$ cat config.mk
export PLATFORM = sky130hd
export DESIGN_NAME = winch_pickup_sequencer
export DESIGN_NICKNAME = d
export VERILOG_FILES = /design/src/rtl/core/wpsq_pkg.sv /design/src/rtl/core/winch_pickup_sequencer.sv
export SDC_FILE = /design/constraint.sdc
export NUM_CORES = 1
export LEC_CHECK = 0
export BUFFER_PORTS_ARGS = -buffer_cell sky130_fd_sc_hd__buf_2
export CAP_MARGIN = 10
export CORE_MARGIN = 4
export CORE_UTILIZATION = 39
export DETAILED_ROUTE_END_ITERATION = 8
export SLEW_MARGIN = 20
export SYNTH_ARGS = -nofsm -noshare
export SYNTH_HDL_FRONTEND = slang
export SYNTH_SLANG_ARGS = --single-unit
$ cat constraint.sdc
create_clock -name clk -period 5.4 [get_ports clk]
set_input_delay 0.27 -clock clk [delete_from_list [all_inputs] [get_ports clk]]
set_output_delay 0.27 -clock clk [all_outputs]
set_load 0.03 [all_outputs]
$ cat src/rtl/core/wpsq_pkg.sv
// Shared codes, timing constants and state types for the winch pickup sequencer.
package wpsq_pkg;

  // Winch job codes.
  localparam logic [1:0] JOB_IDLE  = 2'd0;
  localparam logic [1:0] JOB_PICK  = 2'd1;
  localparam logic [1:0] JOB_PLACE = 2'd2;

  // Winch phase codes.
  localparam logic [1:0] PH_0 = 2'd0;
  localparam logic [1:0] PH_1 = 2'd1;
  localparam logic [1:0] PH_2 = 2'd2;
  localparam logic [1:0] PH_3 = 2'd3;

  // Carriage mode codes.
  localparam logic [1:0] CAR_NORMAL  = 2'd0;
  localparam logic [1:0] CAR_DROPOFF = 2'd1;
  localparam logic [1:0] CAR_HOME    = 2'd2;

  // Gate position codes.
  localparam logic [1:0] GATE_CLOSED = 2'd0;
  localparam logic [1:0] GATE_OPEN   = 2'd1;
  localparam logic [1:0] GATE_PICKUP = 2'd2;

  // Motor command codes.
  localparam logic [1:0] WINCH_STOP  = 2'd0;
  localparam logic [1:0] WINCH_LVL_A = 2'd1;
  localparam logic [1:0] WINCH_LVL_B = 2'd2;
  localparam logic [1:0] DRIVE_OFF   = 2'd0;
  localparam logic [1:0] DRIVE_FWD   = 2'd1;
  localparam logic [1:0] DRIVE_REV   = 2'd2;

  // Configuration register indexes.
  localparam logic [1:0] REG_DUMMY_PERIOD = 2'd0;
  localparam logic [1:0] REG_GATE_PERIOD  = 2'd1;
  localparam logic [1:0] REG_WINCH_REV    = 2'd2;

  // Tick counts of the winch phases.
  localparam logic [4:0] PICK_DELAY   = 5'd20;
  localparam logic [4:0] SETTLE_PULSE = 5'd5;
  localparam logic [4:0] SETTLE_END   = 5'd10;
  localparam logic [4:0] PLACE_LOWER  = 5'd15;
  localparam logic [4:0] RELEASE_END  = 5'd10;
  localparam logic [4:0] PLACE_END    = 5'd15;
  localparam logic [1:0] RETRY_SAT    = 2'd3;
  localparam logic [3:0] WEIGHT_MAX   = 4'd15;
  localparam logic [8:0] REJECT_MAX   = 9'd511;

  // Held motor and flap commands.
  typedef struct packed {
    logic [1:0] winch;
    logic       magnet;
    logic [1:0] gate;
    logic       lock_in;
    logic       back_door;
    logic [1:0] carriage;
  } drive_t;

  // Sequencer state.
  typedef struct packed {
    logic [1:0] winch_job;
    logic [1:0] winch_phase;
    logic [4:0] delay_ticks;
    logic [1:0] retries;
    logic [7:0] nonmetal_ticks;
    logic       reject_pending;
    logic       gate_is_open;
    logic [8:0] reject_ticks;
    logic       object_flag;
    logic [1:0] carriage_mode;
    logic       return_started;
    logic       direction_toggle;
    logic [3:0] weights_held;
    logic       winch_reversed;
    drive_t     drive;
  } state_t;

  // State after reset: idle, gate closed, both flaps open, motors off.
  localparam state_t STATE_RESET = '{
    winch_job: JOB_IDLE, winch_phase: PH_0, delay_ticks: 5'd0, retries: 2'd0,
    nonmetal_ticks: 8'd0, reject_pending: 1'b0, gate_is_open: 1'b0,
    reject_ticks: 9'd0, object_flag: 1'b0, carriage_mode: CAR_NORMAL,
    return_started: 1'b0, direction_toggle: 1'b0, weights_held: 4'd0,
    winch_reversed: 1'b0,
    drive: '{winch: WINCH_STOP, magnet: 1'b0, gate: GATE_CLOSED, lock_in: 1'b1,
             back_door: 1'b1, carriage: DRIVE_OFF}
  };

endpackage

$ cat src/rtl/core/winch_pickup_sequencer.sv
// Top level of the tick-driven winch pickup sequencer.
//
// Each item on the s_ stream is one tick: s_tuser selects a slow detection and
// winch tick (0) or a fast carriage tick (1), s_tdata carries the switch and
// sensor levels. Every item yields exactly one result item on the m_ stream
// with the held winch, magnet, gate, flap and carriage commands plus the
// single-tick twitch, pickup and searching pulses.
// The whole update is combinational between the state registers and the
// registered result, so one item is accepted per cycle while no result
// waits. While a result waits with m_tready low, s_tready is low and input
// stalls; a waiting result taken in the same cycle lets a new item in.
// The cfg channel writes dummy_period, gate_open_period and winch_reversed; cfg_ready is
// always high. Writes are to be made while no tick is in flight; the block itself does not enforce it.
// Reset (rst, synchronous) clears the sequencer, empties the result register,
// restores the register defaults and sets gate closed, flaps open, motors off.
module winch_pickup_sequencer #(
  parameter int unsigned RETRY_LIMIT = 3
) (
  input  logic        clk,
  input  logic        rst,
  input  logic        s_tvalid,
  output logic        s_tready,
  // [0] metal_seen, [1] object_edge, [2] ir_high, [3] winch_top,
  // [4] rear_limit, [5] front_switch, [6] system_in_pickup, [7] zero
  input  logic [7:0]  s_tdata,
  // [0] mode
  input  logic        s_tuser,
  output logic        m_tvalid,
  input  logic        m_tready,
  // [1:0] winch_cmd, [2] magnet_on, [4:3] gate_pos, [5] lock_flap_open,
  // [6] back_door_open, [8:7] carriage_drive, [9] twitch_pulse,
  // [10] have_weight, [11] set_pickup, [12] set_searching, [15:13] zero
  output logic [15:0] m_tdata,
  input  logic        cfg_valid,
  output logic        cfg_ready,
  input  logic [1:0]  cfg_index,
  input  logic [7:0]  cfg_data
);

  localparam logic [1:0] RetryMax = 2'(RETRY_LIMIT);

  wpsq_pkg::state_t st;
  wpsq_pkg::state_t st_next;
  logic [7:0]       dummy_period;
  logic [7:0]       gate_open_period;
  logic             accept;
  logic             twitch;
  logic             pick;
  logic             search;

  assign s_tready  = !m_tvalid || m_tready;
  assign accept    = s_tvalid && s_tready;
  assign cfg_ready = 1'b1;

  // One tick of the sequencer, in the order detect, gate, winch or carriage.
  always_comb begin
    logic       metal;
    logic       edge_in;
    logic       ir;
    logic       top;
    logic       rear;
    logic       front;
    logic       in_pickup;
    logic [1:0] lvl_down;
    logic [1:0] lvl_up;
    metal     = s_tdata[0];
    edge_in   = s_tdata[1];
    ir        = s_tdata[2];
    top       = s_tdata[3];
    rear      = s_tdata[4];
    front     = s_tdata[5];
    in_pickup = s_tdata[6];
    st_next   = st;
    twitch    = 1'b0;
    pick      = 1'b0;
    search    = 1'b0;
    lvl_down  = wpsq_pkg::WINCH_LVL_B;
    lvl_up    = wpsq_pkg::WINCH_LVL_A;

    if (edge_in) begin
      st_next.object_flag = 1'b1;
    end

    if (!s_tuser) begin
      // Metal and object detection with the non-metal timeout.
      if ((st_next.object_flag || metal) && st_next.winch_job == wpsq_pkg::JOB_IDLE &&
          st_next.carriage_mode == wpsq_pkg::CAR_NORMAL) begin
        if (metal) begin
          st_next.drive.lock_in = 1'b0;
          if (st_next.weights_held < wpsq_pkg::WEIGHT_MAX) begin
            st_next.weights_held = st_next.weights_held + 4'd1;
          end
          st_next.drive.back_door = 1'b0;
          st_next.winch_job       = wpsq_pkg::JOB_PICK;
          st_next.nonmetal_ticks  = '0;
        end else if (st_next.nonmetal_ticks < dummy_period && !in_pickup) begin
          st_next.nonmetal_ticks = st_next.nonmetal_ticks + 8'd1;
        end else if (st_next.nonmetal_ticks >= dummy_period && !in_pickup) begin
          st_next.reject_pending = 1'b1;
          st_next.nonmetal_ticks = '0;
        end
        st_next.object_flag = 1'b0;
      end
      if (!metal && st_next.nonmetal_ticks < dummy_period &&
          st_next.nonmetal_ticks != '0) begin
        st_next.nonmetal_ticks = st_next.nonmetal_ticks + 8'd1;
      end else if (st_next.nonmetal_ticks >= dummy_period) begin
        st_next.reject_pending = 1'b1;
        st_next.nonmetal_ticks = '0;
      end

      // Reject gate open timing.
      if (st_next.reject_pending) begin
        if (st_next.gate_is_open) begin
          if (st_next.reject_ticks < wpsq_pkg::REJECT_MAX) begin
            st_next.reject_ticks = st_next.reject_ticks + 9'd1;
          end
        end else begin
          st_next.drive.gate   = wpsq_pkg::GATE_OPEN;
          st_next.gate_is_open = 1'b1;
        end
      end
      if (st_next.reject_pending && st_next.reject_ticks > {1'b0, gate_open_period}) begin
        st_next.drive.gate     = wpsq_pkg::GATE_CLOSED;
        st_next.gate_is_open   = 1'b0;
        st_next.reject_ticks   = '0;
        st_next.reject_pending = 1'b0;
      end

      // Winch pick and place phases.
      unique case (st_next.winch_job)
        wpsq_pkg::JOB_PICK: begin
          unique case (st_next.winch_phase)
            wpsq_pkg::PH_0: begin
              st_next.drive.gate  = wpsq_pkg::GATE_PICKUP;
              st_next.delay_ticks = st_next.delay_ticks + 5'd1;
              if (st_next.delay_ticks > wpsq_pkg::PICK_DELAY) begin
                st_next.drive.winch  = st_next.winch_reversed ? lvl_up : lvl_down;
                st_next.drive.magnet = 1'b1;
                st_next.winch_phase  = wpsq_pkg::PH_1;
                pick                 = 1'b1;
                st_next.delay_ticks  = '0;
              end
            end
            wpsq_pkg::PH_1: begin
              if (top) begin
                st_next.drive.winch    = wpsq_pkg::WINCH_STOP;
                st_next.winch_reversed = !st_next.winch_reversed;
                st_next.winch_phase    = wpsq_pkg::PH_2;
              end
            end
            wpsq_pkg::PH_2: begin
              st_next.delay_ticks = st_next.delay_ticks + 5'd1;
              if (st_next.delay_ticks == wpsq_pkg::SETTLE_PULSE) begin
                st_next.drive.winch = st_next.winch_reversed ? lvl_up : lvl_down;
              end else if (st_next.delay_ticks >= wpsq_pkg::SETTLE_END) begin
                st_next.drive.winch = wpsq_pkg::WINCH_STOP;
                st_next.delay_ticks = '0;
                st_next.winch_phase = wpsq_pkg::PH_0;
                // Object still seen: retry with a twitch.
                if (metal || ir) begin
                  if (st_next.retries < wpsq_pkg::RETRY_SAT) begin
                    st_next.retries = st_next.retries + 2'd1;
                  end
                  twitch = 1'b1;
                end else begin
                  st_next.carriage_mode = wpsq_pkg::CAR_DROPOFF;
                  st_next.winch_job     = wpsq_pkg::JOB_IDLE;
                end
                // Too many retries: abort and reject the object.
                if (st_next.retries >= RetryMax) begin
                  st_next.winch_job      = wpsq_pkg::JOB_IDLE;
                  st_next.retries        = '0;
                  st_next.reject_pending = 1'b1;
                  if (st_next.weights_held != '0) begin
                    st_next.weights_held = st_next.weights_held - 4'd1;
                  end
                  search                = 1'b1;
                  st_next.drive.lock_in = 1'b1;
                end
              end
            end
            default: begin
              st_next.winch_phase = wpsq_pkg::PH_0;
            end
          endcase
        end
        wpsq_pkg::JOB_PLACE: begin
          unique case (st_next.winch_phase)
            wpsq_pkg::PH_0: begin
              st_next.drive.winch = st_next.winch_reversed ? lvl_up : lvl_down;
              st_next.delay_ticks = st_next.delay_ticks + 5'd1;
              if (st_next.delay_ticks >= wpsq_pkg::PLACE_LOWER) begin
                st_next.drive.winch  = wpsq_pkg::WINCH_STOP;
                st_next.drive.magnet = 1'b0;
                st_next.delay_ticks  = '0;
                st_next.winch_phase  = wpsq_pkg::PH_1;
              end
            end
            wpsq_pkg::PH_1: begin
              st_next.delay_ticks = st_next.delay_ticks + 5'd1;
              if (st_next.delay_ticks >= wpsq_pkg::RELEASE_END) begin
                st_next.drive.winch = st_next.winch_reversed ? lvl_down : lvl_up;
                st_next.delay_ticks = '0;
                st_next.winch_phase = wpsq_pkg::PH_2;
              end
            end
            wpsq_pkg::PH_2: begin
              if (top) begin
                st_next.drive.winch = wpsq_pkg::WINCH_STOP;
                st_next.winch_phase = wpsq_pkg::PH_3;
              end
            end
            default: begin
              st_next.delay_ticks = st_next.delay_ticks + 5'd1;
              if (st_next.delay_ticks == wpsq_pkg::SETTLE_PULSE) begin
                st_next.drive.winch = st_next.winch_reversed ? lvl_up : lvl_down;
              end else if (st_next.delay_ticks >= wpsq_pkg::PLACE_END) begin
                st_next.drive.winch   = wpsq_pkg::WINCH_STOP;
                st_next.delay_ticks   = '0;
                st_next.carriage_mode = wpsq_pkg::CAR_HOME;
                st_next.winch_phase   = wpsq_pkg::PH_0;
                st_next.winch_job     = wpsq_pkg::JOB_IDLE;
                search                = 1'b1;
              end
            end
          endcase
        end
        default: begin
        end
      endcase
    end else begin
      // Carriage drop-off and home travel on the fast tick.
      unique case (st_next.carriage_mode)
        wpsq_pkg::CAR_DROPOFF: begin
          st_next.drive.lock_in    = 1'b1;
          st_next.direction_toggle = 1'b1;
          st_next.drive.carriage   = wpsq_pkg::DRIVE_REV;
          if (rear) begin
            st_next.drive.carriage = wpsq_pkg::DRIVE_OFF;
            st_next.carriage_mode  = wpsq_pkg::CAR_NORMAL;
            st_next.winch_job      = wpsq_pkg::JOB_PLACE;
          end
        end
        wpsq_pkg::CAR_HOME: begin
          if (!st_next.return_started) begin
            st_next.direction_toggle = 1'b0;
            st_next.drive.carriage   = wpsq_pkg::DRIVE_FWD;
            st_next.return_started   = 1'b1;
          end else if (front) begin
            st_next.drive.carriage = wpsq_pkg::DRIVE_OFF;
            st_next.carriage_mode  = wpsq_pkg::CAR_NORMAL;
            search                 = 1'b1;
            st_next.return_started = 1'b0;
          end
        end
        default: begin
        end
      endcase
    end
  end

  // State, configuration and result registers.
  always_ff @(posedge clk) begin
    if (rst) begin
      st                      <= wpsq_pkg::STATE_RESET;
      dummy_period            <= 8'd100;
      gate_open_period        <= 8'd100;
      m_tvalid                <= 1'b0;
    end else begin
      if (accept) begin
        st <= st_next;
      end else if (cfg_valid && cfg_index == wpsq_pkg::REG_WINCH_REV) begin
        st.winch_reversed <= cfg_data[0];
      end
      if (cfg_valid && cfg_index == wpsq_pkg::REG_DUMMY_PERIOD) begin
        dummy_period <= cfg_data;
      end
      if (cfg_valid && cfg_index == wpsq_pkg::REG_GATE_PERIOD) begin
        gate_open_period <= cfg_data;
      end
      if (accept) begin
        m_tvalid <= 1'b1;
      end else if (m_tready) begin
        m_tvalid <= 1'b0;
      end
    end
  end

  // Result payload.
  always_ff @(posedge clk) begin
    if (accept) begin
      m_tdata <= {3'b000, search, pick, st_next.weights_held != '0, twitch,
                  st_next.drive.carriage, st_next.drive.back_door,
                  st_next.drive.lock_in, st_next.drive.gate,
                  st_next.drive.magnet, st_next.drive.winch};
    end
  end

  // The reject gate is only open while a reject is pending.
  a_gate_pending: assert property (@(posedge clk) disable iff (rst)
    st.gate_is_open |-> st.reject_pending)
    else $error("reject gate open without a pending reject");

  // An abort clears the retry count in the same tick that reaches the limit.
  a_retry_bound: assert property (@(posedge clk) disable iff (rst)
    st.retries < RetryMax)
    else $error("retry count reached the limit");

  // Home travel flag only lives inside home mode.
  a_return_home: assert property (@(posedge clk) disable iff (rst)
    st.return_started |-> st.carriage_mode == wpsq_pkg::CAR_HOME)
    else $error("return flag set outside home travel");

  // The pickup pulse goes out together with the magnet.
  a_pick_magnet: assert property (@(posedge clk) disable iff (rst)
    m_tvalid && m_tdata[11] |-> m_tdata[2])
    else $error("pickup pulse without magnet");

  // Delay counter stays within the longest phase.
  a_delay_bound: assert property (@(posedge clk) disable iff (rst)
    st.delay_ticks <= wpsq_pkg::PICK_DELAY + 5'd1)
    else $error("delay counter out of range");

endmodule
==> metrics <==
DRC 0; root buffer cell clkbuf_16; Netlist cell types 89; max_slew headroom 34.0%; clock skew 0.00539 ns; Worst VDD drop 0.162 mV; CTS tree yes; final RePlAce weighted congestion 0.897; vias in the first global route 5586; Synth Warn # 0; global-route wire length before repair 27900 um; Avg Cell Area, Syn 7.89 um^2; register bit count reported by yosys 78; final hold slack 0.163 ns; max-cap violations 0; run status finished clean; Worst Path Arrival 5.62 ns; Setup crit end kind flop; period utilisation layout 100%; Via density 5.82; Total Routing Usage GR 20.4%; number of antenna violations at the first check in global routing 0; Starting DRT DRC Count 612; Area contributors post-synth dfxtp_1 (22%), ha_1 (9.0%), edfxtp_1 (6.7%), nand2_1 (5.5%), o21ai_0 (4.5%); Reg clk slew, reported paths 0.06 ns; Syn-to-layout area delta 24.5%; worst hold path type input pin to flop; Crit Path Max Fanout 6; fmax 185 MHz; Yosys top cell area share 22.4%; CTS max path bufs 2; final-report setup violation count 0; layout cells sized above 1 24.6%; Post-layout nets 882; minimum clock period 5.40 ns; post-synthesis sequential area ratio 29.1%; CP Launch Type flop; WP data required 5.63 ns; RSZ-0062 raised after global routing true; dpl hpwl 12000 um; Critical Path Source st[16]$_SDFFE_PP0P_; worst reg2reg path startpoint st[16]$_SDFFE_PP0P_; n_diodes 0; io pins 43; Slowest-stage cell, CP or3b_4; CP max stage delay 0.40 ns; starting density of the core 39.9%; worst hold start s_tvalid; drt first pass iters 5; cts bufs inserted 9; Die Y 130 um; non-filler cells, final 1005; port bufs 37; Placed Cells 978; Crit path top cell by count ha_4; leakage 2.80 nW; Netlist Area Pre-Place 5820 um^2; final hold viol count 0; largest net degree at the start of global routing 49; post-route ant nets 0; die area 16900 um^2; std cell rows 44; Clock Latency Late Sink 0.35 ns; CTS Hold Bufs 0; Syn Inst Count 737; total gr overflow 0; core box area 14600 um^2; CP Class flop to flop; Finished Core Util 49.6%; H-Tree Depth 3; number of synthesized flops with an enable pin 13; leading area contributor after synthesis dfxtp_1; final WL 17100 um; ys async rst share 0%; CTS sink cnt 78; Pins Over Slew Limit 0; worst slew pin tran 0.991 ns; via count 5851; power per cell area 225 nW/um^2; most common flop cell mapped by yosys dfxtp_1; wire per inst 17.0 um; Die X 130 um
## cell type report
class | instances | area [um^2]
sequential | 78 | 1700
multi-input combinational | 579 | 4140
clock buffer | 9 | 225
tap | 184 | 230
fill | 1349 | 7350
timing repair buffer | 106 | 729
clock inverter | 7 | 62.6
inverter | 42 | 158
## cell usage in the layout (no fill, tap or decap), types with 5 or more instances in the layout
cell type and n:
a211oi_1 7, a21oi_1 42, a21oi_2 6, a31oi_1 13
a32oi_1 5, and3_1 8, buf_2 37, buf_4 62
buf_6 7, clkbuf_16 9, dfxtp_1 62, edfxtp_1 13
ha_1 36, ha_4 6, inv_1 39, mux2i_1 9
nand2_1 85, nand2b_1 12, nand3_1 25, nand4_1 9
nor2_1 60, nor2b_1 13, nor3_1 14, o211ai_1 15
o21ai_0 42, o21ai_1 7, o21ai_2 7, o31ai_1 8
or3_1 7, xnor2_1 12, xor2_1 6
## final timing paths
path | to | slack [ns] | depth (start not counted)
max reg2reg | st[22]$_SDFFE_PP0P_ | 0.002 | 28
min reg2reg | st[0]$_SDFFE_PP0P_ | 0.46 | 2
min | m_tvalid$_SDFFE_PP0P_ | 0.16 | 3
max | st[22]$_SDFFE_PP0P_ | 0.002 | 28
## state kept, by name, summed over array words and instances, names as in the netlist
signal / count
st: 48
m_tdata: 13
gate_open_period: 8
dummy_period: 8
m_tvalid: 1
## Yosys cell counts, drive strengths merged (4+ instances only)
cell / count
o41ai: 4
a32oi: 5
nor3: 16
a2111oi: 5
dfxtp: 65
nand2b: 12
nor4: 6
o211ai: 15
nor2: 66
and3: 8
xor2: 6
a21oi: 50
nor3b: 5
nor2b: 14
clkbuf: 26
inv: 42
or3: 7
o31ai: 9
buf: 14
and2: 5
ha: 42
nand2: 85
a22oi: 4
nand4b: 4
nand3: 28
nand4: 10
a311oi: 4
o21a: 6
nand3b: 4
edfxtp: 13
a211oi: 12
o21ai: 57
xnor2: 12
mux2i: 9
a31oi: 16
## layer usage
metal	vias to the layer above	track usage, %	routed length, um
li1	2849	-	-
met4	0	7.03	299
met1	2817	26.0	7720
met2	161	34.5	8340
met3	24	3.81	763
met5	-	0	0
## report_power, final
group          leakage, nW  switching [mW]  total [mW]  internal (mW)
registers            0.659          0.0153       0.633          0.617
clock network        0.147           0.256       0.610          0.355
logic                 1.99           0.236       0.384          0.148
total                 2.80           0.507        1.63           1.12
## timing repair
| item | CTS | global route |
|---|---|---|
| setup buffers | 7 | 5 |
| resized for setup | 22 | 50 |
| cloned | 0 | 0 |
| setup endpoints to repair | 14 | 14 |
| pin swaps | 13 | 19 |
## metrics by stage
stage	setup slack [ns]	instance area (um^2)	power [mW]	TNS [ns]
4_1_cts	0.00574	6980	1.61	0
5_1_grt	-0.215	7240	1.70	-1.76
6_report	0.00185	7240	1.63	0
3_5_place_dp	-0.373	6560	0.993	-3.66
2_1_floorplan	-0.0290	5890	0.883	-0.0597
3_3_place_gp	-0.187	6560	0.983	-1.21
## logic make-up after synthesis
| group | Yosys count | share of synthesized area, % |
|---|---|---|
| fa+ha+maj | 43 | 9.20 |
| mux | 11 | 1.94 |
| flops | 78 | 29.1 |
| compound gates | 227 | 27.8 |
| simple gates | 276 | 23.3 |
| xor+xnor | 18 | 2.71 |
| other cells | 2 | 0.129 |
| buf+inv | 82 | 5.83 |
## worst max-delay path: cells and delay by family (launching register included)
family | cells | cell delay (ns)
compound gates | 16 | 2.64
fa+ha+maj | 3 | 0.65
buf+inv | 3 | 0.38
flops | 1 | 0.33
mux | 1 | 0.32
simple gates | 5 | 0.97
(Power assumes the default switching activity.)
